File: src/rtl/rms_pkg.sv
`default_nettype none

package rms_pkg;

  // window accumulation
  localparam int unsigned MaxWindowSamples = 1024;
  localparam int unsigned CountW = $clog2(MaxWindowSamples + 1);
  localparam int unsigned SampleW = 16;
  localparam int unsigned MagW = SampleW + 1;
  localparam int unsigned SqW = 2 * SampleW - 1;
  localparam int unsigned SumW = SqW + CountW - 1;

  // configuration
  localparam int unsigned ThrW = 31;
  localparam int unsigned LimitW = ThrW + CountW;
  localparam int unsigned SecW = 32;
  localparam int unsigned HoursW = 21;
  localparam int unsigned AddrW = 3;
  localparam int unsigned DataW = 32;
  localparam logic [ThrW-1:0] ThresholdReset = ThrW'(409600);
  localparam logic [SecW-1:0] ShiftLimitReset = SecW'(28800);

  // register index, taken from paddr bit 2
  localparam logic RegThreshold = 1'b0;
  localparam logic RegShiftLimit = 1'b1;

  // seconds to hours: (x >> 4) / 225 through a reciprocal, exact for 28 bit values
  localparam int unsigned HoursPreShift = 4;
  localparam int unsigned HoursNumW = SecW - HoursPreShift;
  localparam int unsigned HoursRecipW = 29;
  localparam int unsigned HoursPostShift = 36;
  localparam logic [HoursRecipW-1:0] HoursRecip = HoursRecipW'(305419897);
  localparam int unsigned HoursProdW = HoursNumW + HoursRecipW;

  typedef struct packed {
    logic signed [SampleW-1:0] sample;
    logic                      window_end;
    logic [SecW-1:0]           now_seconds;
  } in_word_t;

  typedef struct packed {
    logic              in_use;
    logic              duration_ready;
    logic [SecW-1:0]   last_duration;
    logic [SecW-1:0]   shift_seconds;
    logic [SecW-1:0]   total_seconds;
    logic [HoursW-1:0] shift_hours;
  } out_word_t;

  typedef struct packed {
    logic [ThrW-1:0] threshold_mean_square;
    logic [SecW-1:0] shift_limit_seconds;
  } cfg_t;

endpackage

`default_nettype wire

File: src/rtl/rms_apb_regs.sv
`default_nettype none

module rms_apb_regs (
  input  wire logic                        clk_i,
  input  wire logic                        rst_ni,
  input  wire logic                        psel,
  input  wire logic                        penable,
  input  wire logic                        pwrite,
  input  wire logic [rms_pkg::AddrW-1:0]   paddr,
  input  wire logic [rms_pkg::DataW-1:0]   pwdata,
  output logic      [rms_pkg::DataW-1:0]   prdata,
  output logic                             pready,
  output rms_pkg::cfg_t                    cfg_o
);

  rms_pkg::cfg_t cfg_q;
  logic          wr_en;

  assign pready = 1'b1;
  assign wr_en  = psel && penable && pwrite;

  // register writes
  always_ff @(posedge clk_i or negedge rst_ni) begin
    if (!rst_ni) begin
      cfg_q.threshold_mean_square <= rms_pkg::ThresholdReset;
      cfg_q.shift_limit_seconds   <= rms_pkg::ShiftLimitReset;
    end else if (wr_en) begin
      case (paddr[2])
        rms_pkg::RegThreshold: begin
          cfg_q.threshold_mean_square <= pwdata[rms_pkg::ThrW-1:0];
        end
        rms_pkg::RegShiftLimit: begin
          cfg_q.shift_limit_seconds <= pwdata[rms_pkg::SecW-1:0];
        end
        default: begin
          cfg_q <= cfg_q;
        end
      endcase
    end
  end

  // register reads
  always_comb begin
    case (paddr[2])
      rms_pkg::RegThreshold: begin
        prdata = rms_pkg::DataW'(cfg_q.threshold_mean_square);
      end
      rms_pkg::RegShiftLimit: begin
        prdata = rms_pkg::DataW'(cfg_q.shift_limit_seconds);
      end
      default: begin
        prdata = '0;
      end
    endcase
  end

  assign cfg_o = cfg_q;

endmodule

`default_nettype wire

File: src/rtl/rms_usage_runtime_meter.sv
// RMS threshold run-hour meter.
// Input channel: one word per ADC sample (signed sample, window_end mark,
// current time in seconds), taken at a clock edge where in_valid_i is high
// and in_stall_o is low. Squares are summed per window; the word that
// carries window_end closes the window, and only such a word yields a
// result word on the output channel (out_valid_o / out_stall_i).
// Throughput: one word per cycle when nothing stalls; the pipeline runs input
// register, squaring multiplier, accumulator, threshold multiplier
// (threshold * count), use-state update, and the output register with the
// seconds-to-hours reciprocal multiplier.
// Words that do not close a window leave the pipeline at the accumulator,
// so bubbles collapse and input keeps flowing while a result waits.
// When the receiver stalls, the output word holds and the stages behind it
// fill up; in_stall_o rises once the input register cannot move.
// Reset clears the accumulator, the use state, the start time, all run
// counters and the pipeline, and loads the default threshold and shift limit.
// Configuration goes through the APB port, register 0 (threshold) at byte
// address 0 and register 1 (shift limit) at byte address 4.
`default_nettype none

module rms_usage_runtime_meter (
  input  wire logic                        clk_i,
  input  wire logic                        rst_ni,
  input  wire logic                        in_valid_i,
  output logic                             in_stall_o,
  input  wire rms_pkg::in_word_t           in_data_i,
  output logic                             out_valid_o,
  input  wire logic                        out_stall_i,
  output rms_pkg::out_word_t               out_data_o,
  input  wire logic                        psel,
  input  wire logic                        penable,
  input  wire logic                        pwrite,
  input  wire logic [rms_pkg::AddrW-1:0]   paddr,
  input  wire logic [rms_pkg::DataW-1:0]   pwdata,
  output logic      [rms_pkg::DataW-1:0]   prdata,
  output logic                             pready
);

  rms_pkg::cfg_t cfg;

  rms_apb_regs u_regs (
    .clk_i   (clk_i),
    .rst_ni  (rst_ni),
    .psel    (psel),
    .penable (penable),
    .pwrite  (pwrite),
    .paddr   (paddr),
    .pwdata  (pwdata),
    .prdata  (prdata),
    .pready  (pready),
    .cfg_o   (cfg)
  );

  // stage valids and handshakes
  logic v1_q, v2_q, v3_q, v4_q, v5_q, vo_q;
  logic rdy1, rdy2, rdy3, rdy4, rdy5, rdy_o;
  logic take_in, mv2, mv3, mv4, mv5, mvo;
  logic we2_q;

  assign rdy_o = !vo_q || !out_stall_i;
  assign rdy5  = !v5_q || rdy_o;
  assign rdy4  = !v4_q || rdy5;
  assign rdy3  = !v3_q || rdy4;
  assign rdy2  = !v2_q || !we2_q || rdy3;
  assign rdy1  = !v1_q || rdy2;

  assign in_stall_o = !rdy1;
  assign take_in    = in_valid_i && rdy1;
  assign mv2        = v1_q && rdy2;
  assign mv3        = v2_q && we2_q && rdy3;
  assign mv4        = v3_q && rdy4;
  assign mv5        = v4_q && rdy5;
  assign mvo        = v5_q && rdy_o;

  always_ff @(posedge clk_i or negedge rst_ni) begin
    if (!rst_ni) begin
      v1_q <= 1'b0;
      v2_q <= 1'b0;
      v3_q <= 1'b0;
      v4_q <= 1'b0;
      v5_q <= 1'b0;
      vo_q <= 1'b0;
    end else begin
      if (rdy1) v1_q <= in_valid_i;
      if (rdy2) v2_q <= v1_q;
      if (rdy3) v3_q <= v2_q && we2_q;
      if (rdy4) v4_q <= v3_q;
      if (rdy5) v5_q <= v4_q;
      if (rdy_o) vo_q <= v5_q;
    end
  end

  // input register
  rms_pkg::in_word_t in1_q;

  always_ff @(posedge clk_i) begin
    if (take_in) in1_q <= in_data_i;
  end

  // magnitude and square
  logic [rms_pkg::MagW-1:0]     mag1;
  logic [rms_pkg::MagW-1:0]     sext1;
  logic [2*rms_pkg::MagW-1:0]   sq_full;
  logic [rms_pkg::SqW-1:0]      sq2_q;
  logic [rms_pkg::SecW-1:0]     now2_q;

  assign sext1   = {in1_q.sample[rms_pkg::SampleW-1], in1_q.sample};
  assign mag1    = in1_q.sample[rms_pkg::SampleW-1] ? (rms_pkg::MagW'(0) - sext1) : sext1;
  assign sq_full = {{rms_pkg::MagW{1'b0}}, mag1} * {{rms_pkg::MagW{1'b0}}, mag1};

  always_ff @(posedge clk_i) begin
    if (mv2) begin
      sq2_q  <= sq_full[rms_pkg::SqW-1:0];
      we2_q  <= in1_q.window_end;
      now2_q <= in1_q.now_seconds;
    end
  end

  // window accumulator, saturates at the sample limit
  logic [rms_pkg::SumW-1:0]   acc_sum_q, sum_sel;
  logic [rms_pkg::CountW-1:0] acc_cnt_q, cnt_sel;
  logic                       acc_add;
  logic [rms_pkg::SumW-1:0]   sum3_q;
  logic [rms_pkg::CountW-1:0] cnt3_q;
  logic [rms_pkg::SecW-1:0]   now3_q;

  assign acc_add = acc_cnt_q < rms_pkg::CountW'(rms_pkg::MaxWindowSamples);
  assign sum_sel = acc_add ? acc_sum_q + rms_pkg::SumW'(sq2_q) : acc_sum_q;
  assign cnt_sel = acc_add ? acc_cnt_q + rms_pkg::CountW'(1) : acc_cnt_q;

  always_ff @(posedge clk_i or negedge rst_ni) begin
    if (!rst_ni) begin
      acc_sum_q <= '0;
      acc_cnt_q <= '0;
    end else if (v2_q && rdy2) begin
      if (we2_q) begin
        acc_sum_q <= '0;
        acc_cnt_q <= '0;
      end else begin
        acc_sum_q <= sum_sel;
        acc_cnt_q <= cnt_sel;
      end
    end
  end

  always_ff @(posedge clk_i) begin
    if (mv3) begin
      sum3_q <= sum_sel;
      cnt3_q <= cnt_sel;
      now3_q <= now2_q;
    end
  end

  // threshold scaled by sample count
  logic [rms_pkg::LimitW-1:0] lim_d, lim4_q;
  logic [rms_pkg::SumW-1:0]   sum4_q;
  logic [rms_pkg::SecW-1:0]   now4_q;

  assign lim_d = rms_pkg::LimitW'(cfg.threshold_mean_square) * rms_pkg::LimitW'(cnt3_q);

  always_ff @(posedge clk_i) begin
    if (mv4) begin
      lim4_q <= lim_d;
      sum4_q <= sum3_q;
      now4_q <= now3_q;
    end
  end

  // use state and run counters
  logic                     use_q, use_d;
  logic [rms_pkg::SecW-1:0] start_q, start_d;
  logic [rms_pkg::SecW-1:0] period_q, period_d;
  logic [rms_pkg::SecW-1:0] shift_q, shift_d;
  logic [rms_pkg::SecW-1:0] total_q, total_d;
  logic [rms_pkg::SecW-1:0] shift_base;
  logic [rms_pkg::LimitW-1:0] sum4_ext;
  logic                     ready_d;

  assign sum4_ext = rms_pkg::LimitW'(sum4_q);

  always_comb begin
    use_d      = use_q;
    start_d    = start_q;
    period_d   = period_q;
    shift_d    = shift_q;
    total_d    = total_q;
    ready_d    = 1'b0;
    shift_base = (shift_q >= cfg.shift_limit_seconds) ? '0 : shift_q;
    if (!use_q) begin
      if (sum4_ext >= lim4_q) begin
        use_d   = 1'b1;
        start_d = now4_q;
      end
    end else if (sum4_ext <= lim4_q) begin
      use_d    = 1'b0;
      ready_d  = 1'b1;
      period_d = now4_q - start_q;
      shift_d  = shift_base + period_d;
      total_d  = total_q + period_d;
    end
  end

  always_ff @(posedge clk_i or negedge rst_ni) begin
    if (!rst_ni) begin
      use_q    <= 1'b0;
      start_q  <= '0;
      period_q <= '0;
      shift_q  <= '0;
      total_q  <= '0;
    end else if (mv5) begin
      use_q    <= use_d;
      start_q  <= start_d;
      period_q <= period_d;
      shift_q  <= shift_d;
      total_q  <= total_d;
    end
  end

  // snapshot of the window result
  logic                     use5_q, ready5_q;
  logic [rms_pkg::SecW-1:0] period5_q, shift5_q, total5_q;

  always_ff @(posedge clk_i) begin
    if (mv5) begin
      use5_q    <= use_d;
      ready5_q  <= ready_d;
      period5_q <= period_d;
      shift5_q  <= shift_d;
      total5_q  <= total_d;
    end
  end

  // shift hours by reciprocal multiply, then output register
  logic [rms_pkg::HoursProdW-1:0] hours_prod;
  rms_pkg::out_word_t             out_q;

  assign hours_prod =
    rms_pkg::HoursProdW'(shift5_q[rms_pkg::SecW-1:rms_pkg::HoursPreShift]) *
    rms_pkg::HoursProdW'(rms_pkg::HoursRecip);

  always_ff @(posedge clk_i) begin
    if (mvo) begin
      out_q.in_use         <= use5_q;
      out_q.duration_ready <= ready5_q;
      out_q.last_duration  <= period5_q;
      out_q.shift_seconds  <= shift5_q;
      out_q.total_seconds  <= total5_q;
      out_q.shift_hours    <= hours_prod[rms_pkg::HoursPostShift +: rms_pkg::HoursW];
    end
  end

  assign out_valid_o = vo_q;
  assign out_data_o  = out_q;

  // checks on the pipeline and use state
  a_cnt_bounded: assert property (@(posedge clk_i) disable iff (!rst_ni)
    acc_cnt_q <= rms_pkg::CountW'(rms_pkg::MaxWindowSamples))
    else $error("window count beyond limit");

  a_ready_idle: assert property (@(posedge clk_i) disable iff (!rst_ni)
    out_valid_o |-> !(out_data_o.duration_ready && out_data_o.in_use))
    else $error("finished period reported while in use");

  a_start_load: assert property (@(posedge clk_i) disable iff (!rst_ni)
    $rose(use_q) |-> (start_q == $past(now4_q)))
    else $error("start time not taken from closing word");

  a_hold_s4: assert property (@(posedge clk_i) disable iff (!rst_ni)
    (v4_q && !rdy5) |=> (v4_q && $stable(lim4_q) && $stable(sum4_q)))
    else $error("threshold stage lost a word under stall");

  a_empty_no_stall: assert property (@(posedge clk_i) disable iff (!rst_ni)
    !v1_q |-> !in_stall_o)
    else $error("stall with empty input register");

endmodule

`default_nettype wire
File: config.mk
export PLATFORM = sky130hd
export DESIGN_NAME = rms_usage_runtime_meter
export DESIGN_NICKNAME = d
export VERILOG_FILES = /design/src/rtl/rms_pkg.sv /design/src/rtl/rms_apb_regs.sv /design/src/rtl/rms_usage_runtime_meter.sv
export SDC_FILE = /design/constraint.sdc
export NUM_CORES = 2
export LEC_CHECK = 0
export BUFFER_PORTS_ARGS = -buffer_cell sky130_fd_sc_hd__clkbuf_2
export CAP_MARGIN = 20
export CORE_UTILIZATION = 40
export DETAILED_ROUTE_END_ITERATION = 10
export GPL_TIMING_DRIVEN = 0
export HOLD_SLACK_MARGIN = 0.02
export PLACE_DENSITY_LB_ADDON = 0.25
export SYNTH_ARGS = -nofsm -noshare
export SYNTH_HDL_FRONTEND = slang
export SYNTH_SLANG_ARGS = --single-unit
File: constraint.sdc
create_clock -name clk_i -period 12.5 [get_ports clk_i]
set_input_delay 0.625 -clock clk_i [delete_from_list [all_inputs] [get_ports clk_i]]
set_output_delay 0.625 -clock clk_i [all_outputs]
set_load 0.05 [all_outputs]
==> flow_summary.yaml <==
drt:
  finalWirelength_mm: 165
  wl_per_cell_um: 19.0
  firstDrtPassIters: 10
  ant_nets: 0
  drt-initial-drc-count: 2776
  vias: 43300
  drc_errors: 2
  viasPerCell: 5.00
sta:
  holdWs_ns: 0.0863
  finalSetupViolCount: 0
  maxSlewViolCount: 0
  tightest_slew_ns: 1.17
  hold_viol: 0
  max-slew-margin-rel_pct: 21.2
  rsz0062_at_grt: "false"
  finalCritPeriodShare_pct: 76.9
  fmax_mhz: 104
  fin_skew_ns: 0.0510
  min_period_ns: 9.61
critical_path:
  startpoint: "in1_q[33]"
  worst_ep_required_time_ns: 12.96
  r2r-end: "sq2_q[22]"
  crit_slowest_cell: "clkbuf_1"
  regToRegSetupSlack_ns: 2.89
  worst-setup-path-type: "register to register"
  critPathCaptureType: "register"
  crit_path_max_fanout: 10
  r2r-start: "in1_q[33]"
  worst_setup_path_start_kind: "register"
  rr_worst_depth: 33
  arrival_ns: 10.08
  worst_path_most_repeated_cell: "inv_1"
  critical-path-max-stage-delay_ns: 0.55
placed_design:
  place_area_um2: 70000
  dpl.hpwl_mm: 133
  place.gp.congestion: 0.930
  io_buffers: 240
global_routing:
  antenna_found_initial: 13
  grt_max_degree: 98
  grt_util_met2_pct: 31.0
  met1_usage_pct: 29.5
  grtUsageTotal_pct: 20.3
  grt_first_pass_wirelength_mm: 258
  overflow: 0
  top_usage_layer: "met2"
  grt_use_met3_pct: 4.76
  grt_pass1_vias: 44500
clock_tree:
  clk_path_buf_depth: 3
  clk-insertion-delay-late_ns: 0.72
  cts.clk_slew.worst_paths_ns: 0.08
  ctsResizeCount: 0
  postCtsSetupRepairBufs: 0
  clockRootBuffer: "clkbuf_16"
  postCtsHoldBufs: 10
  htreeDepth: 3
  cts_buffers: 86
  cts_sinks: 778
  tritoncts: "done"
layout:
  syn2layout_area_growth_pct: 11.6
  num-fill-cells: 15300
  design_area_um2: 73100
  final_common_cell: "inv_1"
  final_nets: 7922
  layout_common_cells: "1,072 x inv_1, 763 x nand2_1, 725 x fa_1"
  final_layout_size_suffix_gt1_share_pct: 10.1
floorplan:
  start_util_pct: 40.3
  placementRows: 148
  fp.dieArea_um2: 165000
  die_w_um: 407
  die-height_um: 407
  core_area_um2: 163000
  pin_count: 245
min_path:
  hold_start: "in_data_i[34]"
  hold_depth: 1
  hold_end: "in1_q[34]"
  hold_path_class: "input port to register"
yosys:
  synth_ff_type: "edfxtp_1"
  yosysUniqueCellTypes: 95
  yosys.area.top_type: "edfxtp_1"
  yosysSeqAreaShare_pct: 33.8
  synth-edff-count: 528
  ys_async_sr_fraction_pct: 32.1
  synth_seq_cells: 778
  postSynthAreaPerCell_um2: 10.9
  synth_top_cell_area_share_pct: 24.2
  synth_area_leaders: "edfxtp_1 24%, fa_1 22%, ha_1 13%"
  synth_area_um2: 65500
  synthCells: 6024
  yosysWarnings: 0
run_status:
  status: "complete, but fails checks"
  failed_checks: "DRC"
flow_run:
  maxCapViolations: 0
[worst max-delay path: cells and delay by family, from the launching register on]
family	cells	cell delay, ns
buffers and inverters	10	1.90
adder cells (fa/ha/maj)	8	3.40
AND/OR/NAND/NOR	7	1.31
AO/OA/AOI/OAI	7	1.96
flip-flops	1	0.48
XOR/XNOR	1	0.28
[per-layer routing]
| metal | routed length, µm | up-vias |
|---|---|---|
| li1 | - | 20500 |
| met2 | 72300 | 1053 |
| met1 | 77500 | 21600 |
| met4 | 2570 | 16 |
| met3 | 12300 | 164 |
| met5 | 111 | - |
[through the flow]
stage	util (%)	setup TNS (ns)	instances	worst slack, ns
2_1_floorplan	-	0	6056	2.46
3_3_place_gp	42.7	-350.59	8471	-3.01
3_5_place_dp	43.0	0	8488	2.90
4_1_cts	44.9	0	8659	2.88
5_1_grt	44.9	0	8659	2.38
6_report	44.9	0	8660	2.89
[registers in the layout, summed over array words and instances (netlist names), 41 cells and up]
signal,cells
u_regs.cfg_o,63
lim4_q,42
in1_q,49
acc_sum_q,41
sum4_q,41
sum3_q,41
out_data_o,119
[cells by family (layout without fill, tap and decap cells)]
group / after synthesis / in the layout / share of synthesized area [%]
buffers and inverters: 1245 / 1673 / 7.21
AND/OR/NAND/NOR: 1382 / 1382 / 9.47
flip-flops: 778 / 778 / 33.8
multiplexers: 198 / 198 / 3.38
adder cells (fa/ha/maj): 1420 / 1420 / 35.4
XOR/XNOR: 226 / 226 / 3.05
AO/OA/AOI/OAI: 773 / 773 / 7.69
other: 2 / 35 / 0.0115
[worst max path at each step]
stage                     end  depth (start not counted)
2_1_floorplan   out_data_o[0]                          1
3_3_place_gp   out_data_o[72]                          2
4_1_cts             sq2_q[22]                         33
6_report            sq2_q[22]                         33
3_5_place_dp        sq2_q[22]                         33
5_1_grt             sq2_q[22]                         33
[cell type report]
class	instances	area (µm²)	share of cell area, %
Multi-Input combinational cell	4033	38800	53.1
Antenna cell	1	2.50	0.00342
Clock inverter	66	821	1.12
Inverter	1079	4060	5.56
Tap cell	2175	2720	3.72
Timing Repair Buffer	267	1660	2.27
Sequential cell	778	22100	30.3
Buffer	166	664	0.909
Clock buffer	95	2240	3.06
[synthesized netlist by cell type, drive strengths merged (8+ instances only)]
| library cell | count |
|---|---|
| nor3 | 33 |
| nor2b | 28 |
| dfrtp | 243 |
| xnor2 | 159 |
| o21bai | 33 |
| o21a | 34 |
| nand2 | 763 |
| nand2b | 44 |
| o21ai | 211 |
| o31ai | 16 |
| inv | 1076 |
| edfxtp | 528 |
| buf | 21 |
| clkbuf | 145 |
| and2 | 163 |
| xor2 | 66 |
| a21oi | 191 |
| or3 | 19 |
| a221o | 8 |
| nor2 | 195 |
| nand3 | 51 |
| a22o | 18 |
| nand4 | 29 |
| a31oi | 17 |
| mux2 | 187 |
| fa | 725 |
| a211oi | 29 |
| and4 | 8 |
| and3 | 18 |
| mux2i | 11 |
| a21o | 113 |
| ha | 695 |
| o211ai | 10 |
| o31a | 12 |
Power is not shown: default switching activity piles up to over one toggle a cycle in this logic, so the estimate is an artifact.
